==> src/rtl/core/lpr_pkg.sv <==
`timescale 1ns / 1ps
// ----------------------------------------------------------------------------
// Line pixel rasterizer package
// Shared types and constants for the line rasterizer core.
// ----------------------------------------------------------------------------
package lpr_pkg;

   localparam int FRAME_WIDTH = 160;

   localparam int COL_W  = 8;
   localparam int ROW_W  = 7;
   localparam int ADDR_W = 15;
   localparam int PIX_W  = 8;
   localparam int ERR_W  = 11;
   localparam int TWICE_W = 9;

   // Request data: start_x, start_y, end_x, end_y, pen_color, zero fill.
   localparam int REQ_DATA_W = 40;
   // Response data: pixel_col, pixel_row, pixel_address, pixel_value, zero fill.
   localparam int RSP_DATA_W = 40;

   typedef enum logic {
      MODE_START   = 1'b0,
      MODE_ADVANCE = 1'b1
   } lpr_mode_type;

   localparam logic signed [1:0] STEP_POS  = 2'sb01;
   localparam logic signed [1:0] STEP_NEG  = 2'sb11;
   localparam logic signed [1:0] STEP_NONE = 2'sb00;

   typedef struct packed {
      logic [COL_W-1:0]          start_x;
      logic [ROW_W-1:0]          start_y;
      logic [COL_W-1:0]          end_x;
      logic [ROW_W-1:0]          end_y;
      logic [PIX_W-1:0]          pen_color;
   } lpr_request_type;

   typedef struct packed {
      logic [COL_W-1:0]          cur_col;
      logic [ROW_W-1:0]          cur_row;
      logic [COL_W-1:0]          goal_col;
      logic [ROW_W-1:0]          goal_row;
      logic signed [1:0]         col_step;
      logic signed [1:0]         row_step;
      logic [TWICE_W-1:0]        twice_dx;
      logic [TWICE_W-1:0]        twice_dy;
      logic signed [ERR_W-1:0]   err_term;
      logic                      col_major;
      logic [PIX_W-1:0]          line_color;
   } lpr_line_type;

   typedef struct packed {
      logic                      valid;
      logic [COL_W-1:0]          col;
      logic [ROW_W-1:0]          row;
      logic [PIX_W-1:0]          color;
      logic                      last;
   } lpr_pixel_type;

endpackage

==> src/rtl/core/lpr_setup.sv <==
`timescale 1ns / 1ps
// ----------------------------------------------------------------------------
// Line setup
// Derives deltas, step signs, major axis and initial error for a new line.
// ----------------------------------------------------------------------------
module lpr_setup (
   input  lpr_pkg::lpr_request_type req,
   output lpr_pkg::lpr_line_type    line,
   output logic                     at_end
);

   logic signed [lpr_pkg::COL_W:0] dx;
   logic signed [lpr_pkg::ROW_W:0] dy;
   logic [lpr_pkg::COL_W-1:0]      abs_dx;
   logic [lpr_pkg::ROW_W-1:0]      abs_dy;
   logic [lpr_pkg::TWICE_W-1:0]    twice_dx;
   logic [lpr_pkg::TWICE_W-1:0]    twice_dy;
   logic                           col_major;

   assign dx = $signed({1'b0, req.end_x}) - $signed({1'b0, req.start_x});
   assign dy = $signed({1'b0, req.end_y}) - $signed({1'b0, req.start_y});

   assign abs_dx = dx[lpr_pkg::COL_W] ? lpr_pkg::COL_W'(-dx) : dx[lpr_pkg::COL_W-1:0];
   assign abs_dy = dy[lpr_pkg::ROW_W] ? lpr_pkg::ROW_W'(-dy) : dy[lpr_pkg::ROW_W-1:0];

   assign twice_dx = {abs_dx, 1'b0};
   assign twice_dy = {1'b0, abs_dy, 1'b0};
   assign col_major = (twice_dx >= twice_dy);

   always_comb begin
      line.cur_col    = req.start_x;
      line.cur_row    = req.start_y;
      line.goal_col   = req.end_x;
      line.goal_row   = req.end_y;
      line.line_color = req.pen_color;
      line.twice_dx   = twice_dx;
      line.twice_dy   = twice_dy;
      line.col_major  = col_major;
      if (dx[lpr_pkg::COL_W]) begin
         line.col_step = lpr_pkg::STEP_NEG;
      end else if (dx != '0) begin
         line.col_step = lpr_pkg::STEP_POS;
      end else begin
         line.col_step = lpr_pkg::STEP_NONE;
      end
      if (dy[lpr_pkg::ROW_W]) begin
         line.row_step = lpr_pkg::STEP_NEG;
      end else if (dy != '0) begin
         line.row_step = lpr_pkg::STEP_POS;
      end else begin
         line.row_step = lpr_pkg::STEP_NONE;
      end
      // Half of the doubled major delta is the plain absolute delta.
      if (col_major) begin
         line.err_term = $signed({2'b00, twice_dy}) - $signed({3'b000, abs_dx});
      end else begin
         line.err_term = $signed({2'b00, twice_dx}) - $signed({4'b0000, abs_dy});
      end
   end

   assign at_end = (req.start_x == req.end_x) && (req.start_y == req.end_y);

endmodule

==> src/rtl/core/lpr_stepper.sv <==
`timescale 1ns / 1ps
// ----------------------------------------------------------------------------
// Line stepper
// Holds the line state and advances it one pixel per advance request while a line is busy.
// ----------------------------------------------------------------------------
module lpr_stepper (
   input  logic                     clock,
   input  logic                     reset,
   input  logic                     start_en,
   input  logic                     advance_en,
   input  lpr_pkg::lpr_line_type    setup_line,
   input  logic                     setup_at_end,
   output lpr_pkg::lpr_pixel_type   pixel,
   output logic                     busy
);

   lpr_pkg::lpr_line_type line_ff, line_in;
   logic busy_ff, busy_in;

   logic signed [lpr_pkg::ERR_W-1:0] tdx_s, tdy_s, err_q, err_major_add, err_next;
   logic                             major_pos, take_minor;
   logic [lpr_pkg::COL_W-1:0]        col_next;
   logic [lpr_pkg::ROW_W-1:0]        row_next;
   logic                             busy_adv;

   assign tdx_s = $signed({2'b00, line_ff.twice_dx});
   assign tdy_s = $signed({2'b00, line_ff.twice_dy});
   assign err_q = line_ff.err_term;

   assign major_pos = line_ff.col_major ? (line_ff.col_step == lpr_pkg::STEP_POS)
                                        : (line_ff.row_step == lpr_pkg::STEP_POS);
   // A zero error moves the minor axis only when the major axis runs forward.
   assign take_minor = !err_q[lpr_pkg::ERR_W-1] && ((err_q != '0) || major_pos);

   always_comb begin
      if (line_ff.col_major) begin
         err_major_add = err_q + tdy_s;
         err_next = take_minor ? (err_major_add - tdx_s) : err_major_add;
      end else begin
         err_major_add = err_q + tdx_s;
         err_next = take_minor ? (err_major_add - tdy_s) : err_major_add;
      end
   end

   always_comb begin
      if (line_ff.col_major || take_minor) begin
         col_next = line_ff.cur_col
                  + {{(lpr_pkg::COL_W-2){line_ff.col_step[1]}}, line_ff.col_step};
      end else begin
         col_next = line_ff.cur_col;
      end
      if (!line_ff.col_major || take_minor) begin
         row_next = line_ff.cur_row
                  + {{(lpr_pkg::ROW_W-2){line_ff.row_step[1]}}, line_ff.row_step};
      end else begin
         row_next = line_ff.cur_row;
      end
   end

   assign busy_adv = line_ff.col_major ? (col_next != line_ff.goal_col)
                                       : (row_next != line_ff.goal_row);

   always_comb begin
      line_in     = line_ff;
      busy_in     = busy_ff;
      pixel.valid = 1'b0;
      pixel.last  = 1'b0;
      if (start_en) begin
         line_in     = setup_line;
         busy_in     = !setup_at_end;
         pixel.valid = 1'b1;
         pixel.last  = setup_at_end;
      end else if (advance_en && busy_ff) begin
         line_in.cur_col  = col_next;
         line_in.cur_row  = row_next;
         line_in.err_term = err_next;
         busy_in          = busy_adv;
         pixel.valid      = 1'b1;
         pixel.last       = !busy_adv;
      end
      pixel.col   = line_in.cur_col;
      pixel.row   = line_in.cur_row;
      pixel.color = line_in.line_color;
   end

   always_ff @(posedge clock) begin
      if (reset) begin
         line_ff <= '0;
         busy_ff <= 1'b0;
      end else begin
         line_ff <= line_in;
         busy_ff <= busy_in;
      end
   end

   assign busy = busy_ff;

endmodule

==> src/rtl/core/line_pixel_rasterizer_core.sv <==
`timescale 1ns / 1ps
// Throughput: one request per cycle unless the response side stalls; each request passes once
// through the setup or step logic between the request register and the response register.
// Reset: synchronous, active high; clears both stage valids and the line state,
// leaving the rasterizer idle so that advance requests give no response.
// ----------------------------------------------------------------------------
// Line pixel rasterizer core
// Bresenham line drawing into a byte-per-pixel frame, at most one pixel per request.
// ----------------------------------------------------------------------------
module line_pixel_rasterizer_core #(
   parameter int FRAME_WIDTH = lpr_pkg::FRAME_WIDTH
) (
   input  logic                               clock,
   input  logic                               reset,
   input  logic                               req_tvalid,
   output logic                               req_tready,
   // start_x[7:0], start_y[14:8], end_x[22:15], end_y[29:23], pen_color[37:30]
   input  logic [lpr_pkg::REQ_DATA_W-1:0]     req_tdata,
   // mode[0]
   input  logic                               req_tuser,
   output logic                               rsp_tvalid,
   input  logic                               rsp_tready,
   // pixel_col[7:0], pixel_row[14:8], pixel_address[29:15], pixel_value[37:30]
   output logic [lpr_pkg::RSP_DATA_W-1:0]     rsp_tdata,
   output logic                               rsp_tlast
);

   localparam int REQ_USED_W = $bits(lpr_pkg::lpr_request_type);

   logic                      in_valid_ff, in_valid_in;
   lpr_pkg::lpr_request_type  in_req_ff;
   lpr_pkg::lpr_mode_type     in_mode_ff;
   lpr_pkg::lpr_request_type  req_fields;

   logic                      out_free, stage_adv;
   logic                      start_en, advance_en;

   lpr_pkg::lpr_line_type     setup_line;
   logic                      setup_at_end;
   lpr_pkg::lpr_pixel_type    pixel;
   logic                      busy;

   logic [lpr_pkg::ADDR_W-1:0] pixel_addr;
   logic                       rsp_valid_ff, rsp_valid_in;
   logic [lpr_pkg::RSP_DATA_W-1:0] rsp_data_ff;
   logic                       rsp_last_ff;

   assign req_fields.start_x   = req_tdata[7:0];
   assign req_fields.start_y   = req_tdata[14:8];
   assign req_fields.end_x     = req_tdata[22:15];
   assign req_fields.end_y     = req_tdata[29:23];
   assign req_fields.pen_color = req_tdata[REQ_USED_W-1:30];

   assign out_free   = !rsp_valid_ff || rsp_tready;
   assign stage_adv  = in_valid_ff && out_free;
   assign req_tready = !in_valid_ff || stage_adv;
   assign in_valid_in = req_tready ? req_tvalid : in_valid_ff;

   always_ff @(posedge clock) begin
      if (reset) begin
         in_valid_ff <= 1'b0;
      end else begin
         in_valid_ff <= in_valid_in;
      end
   end

   always_ff @(posedge clock) begin
      if (req_tvalid && req_tready) begin
         in_req_ff  <= req_fields;
         in_mode_ff <= lpr_pkg::lpr_mode_type'(req_tuser);
      end
   end

   assign start_en   = stage_adv && (in_mode_ff == lpr_pkg::MODE_START);
   assign advance_en = stage_adv && (in_mode_ff == lpr_pkg::MODE_ADVANCE);

   lpr_setup u_setup (
      .req    (in_req_ff),
      .line   (setup_line),
      .at_end (setup_at_end)
   );

   lpr_stepper u_stepper (
      .clock        (clock),
      .reset        (reset),
      .start_en     (start_en),
      .advance_en   (advance_en),
      .setup_line   (setup_line),
      .setup_at_end (setup_at_end),
      .pixel        (pixel),
      .busy         (busy)
   );

   // The address wraps to its field width, so the product is kept at that width.
   assign pixel_addr = lpr_pkg::ADDR_W'(pixel.row) * lpr_pkg::ADDR_W'(FRAME_WIDTH)
                     + lpr_pkg::ADDR_W'(pixel.col);

   always_comb begin
      if (stage_adv) begin
         rsp_valid_in = pixel.valid;
      end else if (rsp_tready) begin
         rsp_valid_in = 1'b0;
      end else begin
         rsp_valid_in = rsp_valid_ff;
      end
   end

   always_ff @(posedge clock) begin
      if (reset) begin
         rsp_valid_ff <= 1'b0;
      end else begin
         rsp_valid_ff <= rsp_valid_in;
      end
   end

   always_ff @(posedge clock) begin
      if (stage_adv && pixel.valid) begin
         rsp_data_ff <= lpr_pkg::RSP_DATA_W'({pixel.color, pixel_addr, pixel.row, pixel.col});
         rsp_last_ff <= pixel.last;
      end
   end

   assign rsp_tvalid = rsp_valid_ff;
   assign rsp_tdata  = rsp_data_ff;
   assign rsp_tlast  = rsp_last_ff;

   // With the response register free, a held request always moves on.
   a_ready_when_out_free: assert property (@(posedge clock) disable iff (reset)
      !rsp_tvalid |-> req_tready)
      else $error("request stalled while response register is empty");

   // An advance on an idle rasterizer changes nothing and gives no response.
   a_idle_advance: assert property (@(posedge clock) disable iff (reset)
      (advance_en && !busy) |=> (!busy && !rsp_tvalid))
      else $error("advance while idle produced activity");

   // Emitting the end point leaves the rasterizer idle.
   a_last_ends_line: assert property (@(posedge clock) disable iff (reset)
      (stage_adv && pixel.valid && pixel.last) |=> !busy)
      else $error("rasterizer still busy after last pixel");

endmodule
==> config.mk <==
export PLATFORM = sky130hd
export DESIGN_NAME = line_pixel_rasterizer_core
export DESIGN_NICKNAME = d
export VERILOG_FILES = /design/src/rtl/core/lpr_pkg.sv /design/src/rtl/core/lpr_setup.sv /design/src/rtl/core/lpr_stepper.sv /design/src/rtl/core/line_pixel_rasterizer_core.sv
export SDC_FILE = /design/constraint.sdc
export NUM_CORES = 1
export LEC_CHECK = 0
export BUFFER_PORTS_ARGS = -buffer_cell sky130_fd_sc_hd__buf_4
export CELL_PAD_IN_SITES_DETAIL_PLACEMENT = 0
export CELL_PAD_IN_SITES_GLOBAL_PLACEMENT = 1
export CORE_MARGIN = 1
export CORE_UTILIZATION = 44
export CTS_CLUSTER_SIZE = 40
export DETAILED_ROUTE_END_ITERATION = 12
export HOLD_SLACK_MARGIN = 0.05
export PLACE_DENSITY_LB_ADDON = 0.05
export SLEW_MARGIN = 30
export SYNTH_ARGS = -nofsm -noshare
export SYNTH_HDL_FRONTEND = slang
export SYNTH_SLANG_ARGS = --single-unit
==> constraint.sdc <==
create_clock -name clock -period 6.55 [get_ports clock]
set_input_delay 1.31 -clock clock [delete_from_list [all_inputs] [get_ports clock]]
set_output_delay 1.31 -clock clock [all_outputs]
set_load 0.05 [all_outputs]
==> impl_metrics.yaml <==
placed_design:
  gp_congestion: 0.846
  place_inst: 1377
  portBuffers: 83
  place_hpwl_mm: 18.5
global_route:
  track_usage_pct: 22.8
  grt_overflow: 0
  grt_max_degree: 62
  antenna_found_initial: 0
  grt_pass1_wl_mm: 39.0
  grt_pass1_vias: 7108
routing:
  first_pass_iters: 5
  viasPerCell: 5.40
  ant_nets: 0
  wl_per_cell_um: 17.5
  drcViolationCount: 0
  vias: 7611
  drtIter0Drc: 383
  wirelength_mm: 24.6
logic_synthesis:
  synthCells: 1048
  synth_top_area_share_pct: 22.5
  avgSynthCellArea_um2: 9.28
  yosys-top-cells-area: "edfxtp_1, dfxtp_1, ha_1, a21oi_1, xnor2_1"
  ys_async_sr_fraction_pct: 0
  synth_cell_types: 73
  synth_ff_type: "edfxtp_1"
  post-synth-top-area-cell: "edfxtp_1"
  synth_warnings: 0
  netlist_area_um2: 9720
  ys_seq_elements: 145
  synth_seq_area_share_pct: 37.4
  synth_edf_count: 73
pwr:
  combPwrFrac_pct: 40.5
  pwr-share-seq_pct: 31.8
  peakVddDrop_uv: 158
  switching_power_w: 0.00131
  p_sw_share_pct: 38.5
  intPower_w: 0.00209
  p_clk_share_pct: 27.7
  p_per_area_nw_per_um2: 306
  p_leak_nw: 4.75
floorplan:
  io_pins: 88
  die_area_um2: 22700
  fp.dieW_um: 151
  rows: 54
  die_y_um: 151
  core_area_um2: 21800
  start_util_pct: 44.7
clocking:
  clk_pin_slew_ns: 0.07
  post_cts_resized: 0
  root_buffer: "clkbuf_16"
  clk_latency_ns: 0.43
  cts_made_buffers: 17
  postCtsSetupBuffers: 0
  cts_tree: "built"
  h-tree-depth: 4
  hold_buffers: 0
  cts.path.max_buffers: 2
  clock_sinks: 145
worst_setup_path:
  critPathKind: "reg2reg"
  end_kind: "register"
  critical_path.startpoint_type: "register"
  crit_path_max_fanout: 7
  required_ns: 6.72
  crit_arrival_ns: 5.32
finish:
  area_delta_synth_final_pct: 14.4
  stdcell_count: 1409
  antennaDiodeCount: 0
  nets: 1266
  layout-drive-gt1-share_pct: 13.0
outcome:
  status: "finished clean"
timing:
  worst_slew_pin_slew_ns: 0.957
  finalSetupViolations: 0
  skew_ns: 0.0150
  drv_slew: 0
  maxSlewHeadroom_pct: 35.6
  rsz0062_at_grt: "no"
  max_freq_mhz: 194
  finalCritPeriodShare_pct: 78.6
  period_needed_ns: 5.15
  timing_hold_violations_final: 0
  tns_ns: 0
flow_run:
  drv_cap: 0
hold_path:
  hold_class: "reg2reg"
## flip-flops by register name, indices dropped and copies added, names as in the netlist
signal             count
in_valid_ff            1
rsp_tvalid             1
u_stepper.line_ff     58
rsp_tdata             33
u_stepper.err_q       11
in_req_ff             38
u_stepper.busy         1
rsp_tlast              1
in_mode_ff             1
## cell type report
type / count / area (um2)
clock inverter: 15 / 140
multi-input combinational: 779 / 5590
fill: 2118 / 10600
clock buffer: 17 / 425
inverter: 85 / 320
sequential: 145 / 3630
timing repair buffer: 88 / 661
tap: 280 / 350
## placed cells by master, fill, tap and decap left out, types with 4 or more instances in the layout
cell type,n
xor2_1,36
or2_2,5
o21ai_1,4
xnor2_1,48
nand2_1,96
o211ai_1,6
o21ai_0,34
dfxtp_1,72
nand2b_1,8
ha_1,93
inv_6,6
mux4_2,4
o21a_1,13
nor3_1,23
inv_1,83
o21bai_1,12
o31ai_1,4
nand4_1,6
a21o_1,18
nor4_1,6
nor2b_1,14
fa_1,12
buf_4,88
and2_1,12
mux2i_1,15
o31a_1,4
a21oi_1,93
a211oi_1,24
a31oi_1,4
clkbuf_16,17
edfxtp_1,73
nor2_1,84
o22ai_1,18
nand3_1,21
## metal layers
metal,vias up,part of all wire (%),track usage [%]
met5,-,0,0
met2,118,43,34.7
met4,0,0.86,4.85
met3,16,3.7,4.09
met1,3587,52,33.4
li1,3890,-,-
## per-stage QoR
stage / cell area, um2 / hold slack (ns) / setup slack (ns) / power (W) / utilization, %
after floorplan: 9730 / 0.432 / 1.30 / 0.00216 / -
after global placement: 10600 / 0.455 / 0.981 / 0.00247 / 48.5
after detailed placement: 10600 / 0.460 / 0.969 / 0.00248 / 48.5
after CTS: 11100 / 0.469 / 1.34 / 0.00344 / 51.1
after global routing: 11100 / 0.483 / 0.982 / 0.00363 / 51.1
final: 11100 / 0.464 / 1.40 / 0.00340 / 51.1
## worst max-delay path, stage by stage, from the launching register on
cell,delay [ns]
dfxtp_1,0.39
nor4_1,0.75
a41o_1,0.35
nand2_1,0.23
mux2i_1,0.25
nor2_1,0.12
a21oi_1,0.04
o21ai_0,0.49
ha_1,0.39
fa_1,0.47
xnor2_1,0.17
or3b_2,0.50
inv_1,0.07
nand2_1,0.08
o311a_1,0.31
o21ai_0,0.20
xor2_1,0.09
## power by group through the flow
stage               combinational, W  clock, W  sequential (W)
floorplan                    0.00104         0         0.00112
global placement             0.00137         0         0.00110
detailed placement           0.00138         0         0.00110
CTS                          0.00139  0.000966         0.00108
global route                 0.00154  0.000998         0.00109
finish                       0.00138  0.000941         0.00108
## cells by family after synthesis
family | after synthesis | synth area share, %
XOR/XNOR | 85 | 7.73
AND/OR/NAND/NOR | 289 | 13.5
other | 1 | 0.0386
adder cells (fa/ha/maj) | 105 | 14.4
flip-flops | 145 | 37.4
AO/OA/AOI/OAI | 275 | 18.6
multiplexers | 23 | 3.05
buffers and inverters | 125 | 5.29
## final timing paths
kind	start	end	slack (ns)	cells after the start
hold / removal	u_stepper.err_q[0]	u_stepper.err_q[0]	0.46	2
hold reg to reg	u_stepper.err_q[0]	u_stepper.err_q[0]	0.46	2
setup reg to reg	u_stepper.err_q[2]	rsp_tdata[28]	1.40	16
setup / recovery	u_stepper.err_q[2]	rsp_tdata[28]	1.40	16
## cells in the mapped netlist (all sizes together) (5+ instances only)
cell type	number
fa	12
o21ai	38
xor2	37
inv	84
a31oi	5
nor4	6
clkbuf	26
nand2b	8
nor2b	14
a21oi	94
ha	93
dfxtp	72
buf	14
mux2i	16
edfxtp	73
nand4	6
nand2	97
nor2	85
a211oi	26
nor3	24
o21bai	12
o211ai	6
a21o	19
nand3	21
xnor2	48
and2	13
o22ai	18
or2	6
o21a	13
No activity file was read; power rests on OpenSTA's default activity.
